File: src/rtl/wrp_pkg.sv
// wrp_pkg: shared types, codes and constants of the waveform raster plotter
// used by the divider and the top level
`default_nettype none

package wrp_pkg;

    // request codes
    localparam logic [1:0] REQ_LOAD  = 2'd0;
    localparam logic [1:0] REQ_DRAW  = 2'd1;
    localparam logic [1:0] REQ_READ  = 2'd2;
    localparam logic [1:0] REQ_CLEAR = 2'd3;

    // status codes
    localparam logic [1:0] STAT_OK   = 2'd0;
    localparam logic [1:0] STAT_FULL = 2'd1;
    localparam logic [1:0] STAT_OOB  = 2'd2;

    // configuration register indexes
    localparam logic CFG_WIDTH  = 1'b0;
    localparam logic CFG_HEIGHT = 1'b1;

    localparam int CFG_W = 9;
    localparam logic [CFG_W-1:0] WIDTH_RST  = 9'd256;
    localparam logic [CFG_W-1:0] HEIGHT_RST = 9'd256;

    localparam logic [7:0] PIX_WHITE = 8'hFF;
    localparam logic [7:0] PIX_BLACK = 8'h00;

    // divider width and the vertical scaling constants
    // row = floor((prod + 32767) / 65534), done as a halving and a divide by 2^15 - 1
    localparam int DIV_W = 32;
    localparam logic [15:0] SAMPLE_MID = 16'h7FFF;
    localparam logic [15:0] Y_BIAS     = 16'd32767;
    localparam logic [15:0] Y_HALF_DEN = 16'd32767;

    // square half-size width
    localparam int HALF_W = 6;

    typedef struct packed {
        logic [1:0]  req_type;
        logic signed [15:0] sample;
        logic [15:0] pixel_address;
    } req_beat_t;

    typedef struct packed {
        logic [7:0] pixel_value;
        logic [1:0] status;
    } rsp_beat_t;

    typedef struct packed {
        logic             start;
        logic [DIV_W-1:0] num;
        logic [DIV_W-1:0] den;
    } div_req_t;

    typedef enum logic [3:0] {
        S_IDLE,
        S_CLEAR,
        S_D_START,
        S_D_WAIT,
        S_SAMP_RD,
        S_X_START,
        S_X_WAIT,
        S_Y_CALC,
        S_CLIP,
        S_BASE,
        S_PAINT,
        S_READ,
        S_DONE
    } wrp_state_t;

endpackage

`default_nettype wire

File: src/rtl/wrp_div.sv
// wrp_div: restoring divider, one quotient bit per cycle
// depends on wrp_pkg for the request struct and width
`default_nettype none

module wrp_div (
    input  wire logic                     clk,
    input  wire logic                     rst_n,
    input  wire wrp_pkg::div_req_t        div_req,
    output logic                          done,
    output logic [wrp_pkg::DIV_W-1:0]     quo
);

    localparam int W  = wrp_pkg::DIV_W;
    localparam int CW = $clog2(W + 1);

    logic [W-1:0]  quo_reg, quo_next;
    logic [W-1:0]  den_reg;
    logic [W:0]    rem_reg, rem_next;
    logic [CW-1:0] cnt_reg;
    logic          busy_reg, done_reg;
    logic [W:0]    trial, diff;

    // one shift-subtract step
    always_comb
    begin
        trial = {rem_reg[W-1:0], quo_reg[W-1]};
        diff  = trial - {1'b0, den_reg};
        if (!diff[W])
        begin
            rem_next = diff;
            quo_next = {quo_reg[W-2:0], 1'b1};
        end
        else
        begin
            rem_next = trial;
            quo_next = {quo_reg[W-2:0], 1'b0};
        end
    end

    // control
    always_ff @(posedge clk or negedge rst_n)
    begin
        if (!rst_n)
        begin
            busy_reg <= 1'b0;
            done_reg <= 1'b0;
            cnt_reg  <= '0;
        end
        else
        begin
            done_reg <= 1'b0;
            if (div_req.start)
            begin
                busy_reg <= 1'b1;
                cnt_reg  <= CW'(W);
            end
            else if (busy_reg)
            begin
                cnt_reg <= cnt_reg - CW'(1);
                if (cnt_reg == CW'(1))
                begin
                    busy_reg <= 1'b0;
                    done_reg <= 1'b1;
                end
            end
        end
    end

    // datapath
    always_ff @(posedge clk)
    begin
        if (div_req.start)
        begin
            quo_reg <= div_req.num;
            den_reg <= div_req.den;
            rem_reg <= '0;
        end
        else if (busy_reg)
        begin
            quo_reg <= quo_next;
            rem_reg <= rem_next;
        end
    end

    assign done = done_reg;
    assign quo  = quo_reg;

endmodule

`default_nettype wire

File: config.mk
export PLATFORM = sky130hd
export DESIGN_NAME = wrp_div
export DESIGN_NICKNAME = d
export VERILOG_FILES = /design/src/rtl/wrp_pkg.sv /design/src/rtl/wrp_div.sv
export SDC_FILE = /design/constraint.sdc
export NUM_CORES = 1
export LEC_CHECK = 0
export BUFFER_PORTS_ARGS = -buffer_cell sky130_fd_sc_hd__buf_2
export CAP_MARGIN = 20
export CORE_ASPECT_RATIO = 1.75
export CORE_MARGIN = 4
export CORE_UTILIZATION = 51
export CTS_BUF_LIST = sky130_fd_sc_hd__clkbuf_8 sky130_fd_sc_hd__clkbuf_16
export DETAILED_ROUTE_END_ITERATION = 10
export PLACE_DENSITY = 0.84
export SYNTH_ARGS = -nofsm -noshare
export SYNTH_HDL_FRONTEND = slang
export SYNTH_SLANG_ARGS = --single-unit
File: constraint.sdc
create_clock -name clk -period 2.8 [get_ports clk]
set_clock_uncertainty 0.05 [all_clocks]
set_input_delay 0.7 -clock clk [delete_from_list [all_inputs] [get_ports clk]]
set_output_delay 0.7 -clock clk [all_outputs]
set_load 0.02 [all_outputs]
==> summary.md, run 1 <==
| Metric | Value |
|---|---|
| Outcome | `finished, violations left` |
| Failing checks | `negative setup slack` |
| Crit-path max cell delay | `around 400 ps` |
| TritonCTS sink count | `roughly 100` |
| Post-route setup slack | `-177 ps` |
| Largest family of logic cells by synthesized area | `compound AO/OA/AOI/OAI gates` |
| Placed Area | `about 7000 um2` |
| Worst path slowest cell | `mux2_2` |
| Die Wd | `90.1 um` |
| Count leader, synth | `nand2_1` |
| Buf+Inv Stages, Crit Path | `3` |
| Unrepaired setup endpoints after global routing | `true` |
| Clk_lat worst skew | `between 300 and 400 ps` |
| Synth Area in Compound Gates | `16.3%` |
| Max-cap violations | `0` |
| Yosys top cell by area | `edfxtp_1` |
| Final Hold Viols | `0` |
| Iter 0 DRT Violations | `roughly 500` |
| Maximum VDD drop | `between 500 and 600 uV` |
| Period utilization | `106%` |
| Worst Tran Pin Value | `approximately 660 ps` |
| Mux cell area share after synthesis | `6.52%` |
| Hold_buf cts | `0` |
| Std-Cell Rows | `52` |
| Vias in the first global route | `between 5000 and 6000` |
| Deepest level of the CTS H-tree | `3` |
| FMAX | `336 MHz` |
| DPL Wire Length | `~11 mm` |
| # IOs | `100` |
| Tmin final | `between 2000 and 3000 ps` |
| Die height | `152 um` |
| Synth cell count leaders | `69 x nand2_1, 64 x edfxtp_1, 56 x nor2_1` |
| Mapped Area | `approximately 6000 um2` |
| Register area share after synthesis | `46.0%` |
| Mean post-synth cell area | `~9.8 um2` |
| Longest Clk Path Bufs | `2` |
| Power per cell area | `between 700 and 800 nW/um2` |
| Placeable core region | `~12000 um2` |
| Netlist cell types | `60` |
| Synth Net Count | `between 700 and 800` |
| Number of enable flip-flop cells after synthesis | `64` |
| NumNets Final | `slightly below 900` |
| Share of layout cells above drive strength 1 | `between 40% and 50%` |
| Remaining antenna violation count after routing | `0` |
| Synth Area in XOR/XNOR | `under 10%` |
| Critical path endpoint category | `flip-flop` |
| Routability cong. | `roughly 1.0` |
| Initial antenna violation count | `1` |
| Cell mode on critical path | `buf_4` |
| Die area | `around 14000 um2` |
| First-pass GRT wire length | `approximately 25 mm` |
| Final Cell Area | `around 8000 um2` |
| Max-slew violations | `0` |
| # port buffers | `between 90 and 100` |
| DRC violations left | `0` |
| CP delay by family, top | `compound AO/OA/AOI/OAI gates` |
| Yosys warns | `0` |
| Crit start category | `flip-flop` |
| Hold slack | `121 ps` |
| Post-synthesis simple-gate area fraction | `between 10% and 20%` |
| Gr ovfl total | `0` |
| Clock transition at the registers of the reported paths | `roughly 80 ps` |
| Final setup viols | `29` |
| Synthesized-area fraction occupied by adder cells | `between 7 and 8%` |
| Root Buffer | `clkbuf_16` |
| Drt via density | `between 6 and 7` |
| Top FF cell, synth | `edfxtp_1` |
| Num CTS Buffers | `9` |
| CP Max Fanout | `3` |
| Slew headroom | `a little under three fifths` |
| Top cells by area, synth | `edfxtp_1 32%, dfxtp_1 11%, ha_1 7.1%, mux2_2 6.2%, nand2_1 4.3%` |
| Cells after synthesis | `615` |
| Worst EP arrival | `3230 ps` |
| Required time of the critical path | `between 3000 and 4000 ps` |
| Detailed Route WL | `roughly 19 mm` |
| Hold Path Class | `input pin to asynchronous set/reset pin` |
| Asr flop ratio synth | `about 7.7%` |
| Yosys reg bits | `between 100 and 150` |
| Starting Density | `around half` |
| Vias | `between 5000 and 6000` |
| Yosys top cell area share | `between 30% and 40%` |
| Total GRT Usage | `22.9%` |
| Synth-to-layout area growth | `35.6%` |
| DR WL/cell | `20.7 um` |
| Crit-path cells | `inv_1 -> ha_1 -> buf_4 -> o211ai_1 -> a21oi_4 -> buf_4 -> nor3_2 -> nor3_1 -> nor2_1 -> o21ai_1 -> o41ai_2 -> mux2_2 -> a21oi_2` |
| Kind of critical path | `flip-flop to flip-flop` |
| Router iterations before antenna repair | `5` |
| Largest net degree at the start of global routing | `63` |
| Leakage | `roughly 3.4 nW` |
| CTS tree | `done` |
-- where the power goes --
part           switching, mW  total (mW)  internal (mW)
Clock                  0.661        1.30          0.641
Sequential             0.197        2.08           1.88
Combinational           1.43        2.57           1.14
-- final timing paths --
path | startpoint | to | slack, ps | depth (start not counted)
worst max register to register | den_reg[4] | rem_reg[30] | -180 | 13
min in group clk | rem_reg[10] | rem_reg[11] | 460 | 2
worst max-delay path | den_reg[4] | rem_reg[30] | -180 | 13
worst min-delay path | rst_n | cnt_reg[1] | 120 | 1
worst min register to register | rem_reg[10] | rem_reg[11] | 460 | 2
max in group asynchronous | rst_n | busy_reg | 2390 | 1
-- placed cells by master, fill, tap and decap left out, drive strengths merged, types with 4 or more instances in the layout --
cell type / instances
a211oi: 5
a21o: 6
a21oi: 41
a311oi: 22
a31oi: 4
and3: 5
buf: 163
clkbuf: 14
dfrtp: 8
dfxtp: 32
edfxtp: 64
ha: 34
inv: 52
mux2: 33
nand2: 69
nand2b: 13
nand3: 9
nand4: 8
nor2: 57
nor3: 12
o211ai: 7
o21ai: 26
o21bai: 6
o31ai: 5
or3: 4
xnor2: 15
xor2: 12
-- per-stage QoR --
| stage | setup TNS (ps) | std cells | worst slack [ps] | power [mW] | utilization (%) |
|---|---|---|---|---|---|
| global placement | 0 | 875 | 9.10 | 3.90 | 60.5 |
| global route | -5090 | 906 | -281 | 6.20 | 70.4 |
| CTS | -283 | 893 | -76.4 | 5.32 | 63.9 |
| detailed placement | -1920 | 875 | -142 | 3.97 | 60.5 |
| floorplan | -30.4 | 615 | -30.4 | 3.32 | - |
| finish | -1990 | 906 | -177 | 5.95 | 70.4 |
-- cell type report --
type,count,area [um2]
Antenna cell,1,2.50
Inverter,48,180
Clock buffer,9,225
Fill cell,759,3430
Clock inverter,7,81.3
Tap cell,135,169
Sequential cell,104,2770
Multi-Input combinational cell,434,3530
Timing Repair Buffer,168,1200
-- routing by layer --
| metal | wire length (um) | global-route usage [%] |
|---|---|---|
| met2 | 10000 | 42.9 |
| met4 | 1100 | 13.9 |
| met3 | 1370 | 4.59 |
| met1 | 6260 | 23.4 |
| met5 | 0 | 0 |
-- cell families after synthesis --
family                   Yosys count
AO/OA/AOI/OAI                    145
multiplexers                      35
AND/OR/NAND/NOR                  192
adder cells (fa/ha/maj)           35
buffers and inverters             77
flip-flops                       104
XOR/XNOR                          27
-- repair_timing --
action	in CTS	in global routing
buffers inserted	2	9
hold endpoints to repair	0	0
resized for setup	14	133
cloned	0	5
pin swaps	8	44
setup endpoints to repair	30	33
-- worst register-to-register path, delay by kind of cell (launching register included) --
kind | cells | cell delay [ps]
compound gates | 5 | 930
fa+ha+maj | 1 | 350
buf+inv | 3 | 370
flops | 1 | 360
mux | 1 | 400
simple gates | 3 | 460
Note: power is estimated with default switching activity, not from simulation.
==> inputs of run 2 (changes only) <==
--- a/config.mk
+++ b/config.mk
@@ -12,7 +12,7 @@
 export CORE_UTILIZATION = 51
 export CTS_BUF_LIST = sky130_fd_sc_hd__clkbuf_8 sky130_fd_sc_hd__clkbuf_16
 export DETAILED_ROUTE_END_ITERATION = 10
-export PLACE_DENSITY = 0.84
+export PLACE_DENSITY_LB_ADDON = 0.08
 export SYNTH_ARGS = -nofsm -noshare
 export SYNTH_HDL_FRONTEND = slang
 export SYNTH_SLANG_ARGS = --single-unit
==> run 2 against run 1 <==
Effect of this change:
- the flow still finishes with violations (negative setup slack)
- critical path depth fell by 2
- fmax rose by 5.4%
- register-to-register slack improved by 150 ps
- via count fell by 11%
- sequential cell count did not move
- final area fell by 6.6%
==> summary.md, run 2 (synthesis gave the netlist of run 1 again) <==
| Metric | Value |
|---|---|
| Clock share of power | `23.8% (+1.9 points)` |
| Maximum VDD drop | `436 uV (-20%)` |
| Period utilization | `101% (-5.5 points)` |
| First-pass GRT wire length | `24.4 mm (-3.8%)` |
| Total GRT Usage | `22.0% (-0.91 points)` |
| Max-slew violations | `0 (unchanged)` |
| Routability cong. | `0.925 (-7.8%)` |
| Router iterations before antenna repair | `4 (-1)` |
| CP Max Fanout | `3 (unchanged)` |
| Logic pwr share | `38.6% (-4.5 points)` |
| Unrepaired setup endpoints after global routing | `true` |
| Post-route setup slack | `-24.1 ps (+153 ps)` |
| Vias in the first global route | `5397 (-4.2%)` |
| Detailed Route WL | `15.0 mm (-20%)` |
| Crit start category | `flip-flop` |
| R2r setup slk | `-20 ps (+150 ps)` |
| Worst Tran Pin Value | `640 ps (-20.6 ps)` |
| Root Buffer | `clkbuf_16` |
| Clk_lat worst skew | `350 ps (about the same)` |
| Tot Pwr | `5.45 mW (-8.4%)` |
| Leakage | `3.26 nW (-5.3%)` |
| Most frequent cells in the layout | `98 x buf_2, 68 x nand2_1, 64 x edfxtp_1` |
| Outcome | `finished, violations left` |
| Placeable core region | `11600 um2 (unchanged)` |
| DR WL/cell | `16.7 um (-19%)` |
| Hold_buf cts | `0 (unchanged)` |
| Die Wd | `90.1 um (unchanged)` |
| Largest net degree at the start of global routing | `65 (+3.2%)` |
| Initial antenna violation count | `0 (-1)` |
| Num CTS Buffers | `9 (unchanged)` |
| Failing checks | `negative setup slack` |
| FF-to-FF Start | `quo[31]` |
| DRC violations left | `0 (unchanged)` |
| Max-cap violations | `0 (unchanged)` |
| Kind of critical path | `flip-flop to flip-flop` |
| Net Switching | `1.89 mW (-17%)` |
| Deepest level of the CTS H-tree | `3 (unchanged)` |
| # port buffers | `99 (unchanged)` |
| Clock transition at the registers of the reported paths | `70 ps (about the same)` |
| Die area | `13700 um2 (unchanged)` |
| Die height | `152 um (unchanged)` |
| Power per cell area | `716 nW/um2 (-2.0%)` |
| Iter 0 DRT Violations | `180 (-64%)` |
| Terminus of the critical flop-to-flop path | `rem_reg[9]` |
| Drt via density | `5.70 (-10%)` |
| Required time of the critical path | `3000 ps (-50 ps)` |
| Final cell count without fillers | `899 (-0.77%)` |
| Starting Density | `51.9% (unchanged)` |
| TritonCTS sink count | `104 (unchanged)` |
| Share of layout cells above drive strength 1 | `34.4% (-8.2 points)` |
| Std-Cell Rows | `52 (unchanged)` |
| Ant diodes | `0 (-1)` |
| Vias | `5125 (-11%)` |
| Final setup viols | `2 (-93%)` |
| Hold Path Class | `input pin to asynchronous set/reset pin` |
| Final Hold Viols | `0 (unchanged)` |
| Seq pwr share | `37.6% (+2.6 points)` |
| Remaining antenna violation count after routing | `0 (unchanged)` |
| Setup TNS Final | `-25.0 ps (+1970 ps)` |
| Slew headroom | `57.4% (+1.4 points)` |
| Worst EP arrival | `3030 ps (-200 ps)` |
| P_int | `3.56 mW (-2.9%)` |
| DPL Wire Length | `11.5 mm (+0.90%)` |
| Longest Clk Path Bufs | `2 (unchanged)` |
| Gr ovfl total | `0 (unchanged)` |
| Critical path endpoint category | `flip-flop` |
| Worst reg2reg path depth | `11 (-2)` |
| NumNets Final | `861 (-0.69%)` |
| Placed insts | `877 (+0.23%)` |
| FMAX | `354 MHz (+5.4%)` |
| # IOs | `100 (unchanged)` |
| Synth-to-layout area growth | `26.7%` |
| Switching part of the total | `34.7% (-3.7 points)` |
| Most common cell after layout, fill and taps aside | `buf_2` |
| CTS tree | `done` |
| Tmin final | `2820 ps (-153 ps)` |
[run 2: changes by cell type in the layout (fill, tap and decap cells not counted), sizes merged]
cell and change:
buf -1, bufinv +1, clkbuf -5, clkinvlp +1, diode -1, inv -2
[run 2: cell type report]
cell class                      count  area, um2
Clock inverter                      7       83.8
Fill cell                         976       3970
Inverter                           48        180
Multi-Input combinational cell    434       3180
Sequential cell                   104       2760
Clock buffer                        9        225
Tap cell                          135        169
Timing Repair Buffer              162       1010
[run 2: critical path, cell delays in order (launching register included)]
cell and delay, ps:
edfxtp_1 350, inv_1 50, ha_2 190, fa_2 340, nand2b_4 170, a21oi_4 170
or3_4 160, a31oi_4 70, o31a_1 330, or2_4 270, or3_1 350, a311oi_1 230
[run 2: worst max-delay path by stage]
stage / depth (start not counted) / slack, ps / start / endpoint
after detailed placement: 12 / -80 / quo[31] / rem_reg[30]
after global routing: 11 / -160 / quo[31] / rem_reg[9]
after global placement: 12 / -30 / quo[31] / rem_reg[30]
after CTS: 11 / -20 / den_reg[23] / rem_reg[6]
after floorplan: 11 / -30 / quo[31] / rem_reg[9]
final: 11 / -20 / quo[31] / rem_reg[9]
[run 2: per-layer routing]
metal	wire length, um	vias up	track usage, %
li1	-	2509	-
met1	5490	2457	22.1
met2	8490	123	44.3
met3	491	36	3.26
met4	555	0	9.59
met5	0	-	0
[run 2: per-stage QoR]
stage	util, %	cell area [um2]	hold slack, ps	setup WS (ps)
2_1_floorplan	-	6030	354	-30.4
3_3_place_gp	60.4	6990	435	-27.4
3_5_place_dp	60.4	6990	443	-84.5
4_1_cts	63.5	7360	131	-17.9
5_1_grt	65.7	7610	131	-157
6_report	65.7	7610	132	-24.1
[run 2: power by group through the flow]
stage               clock network [mW]  logic, mW  registers [mW]
floorplan                            0       1.19            2.13
global placement                     0       1.87            2.07
detailed placement                   0       1.90            2.07
CTS                               1.32       1.95            2.05
global route                      1.39       2.32            2.08
finish                            1.30       2.10            2.05
[run 2: repair_timing]
item	CTS	global route
pin swaps	6	18
setup endpoints to repair	23	32
setup buffers	1	5
resized for setup	10	55
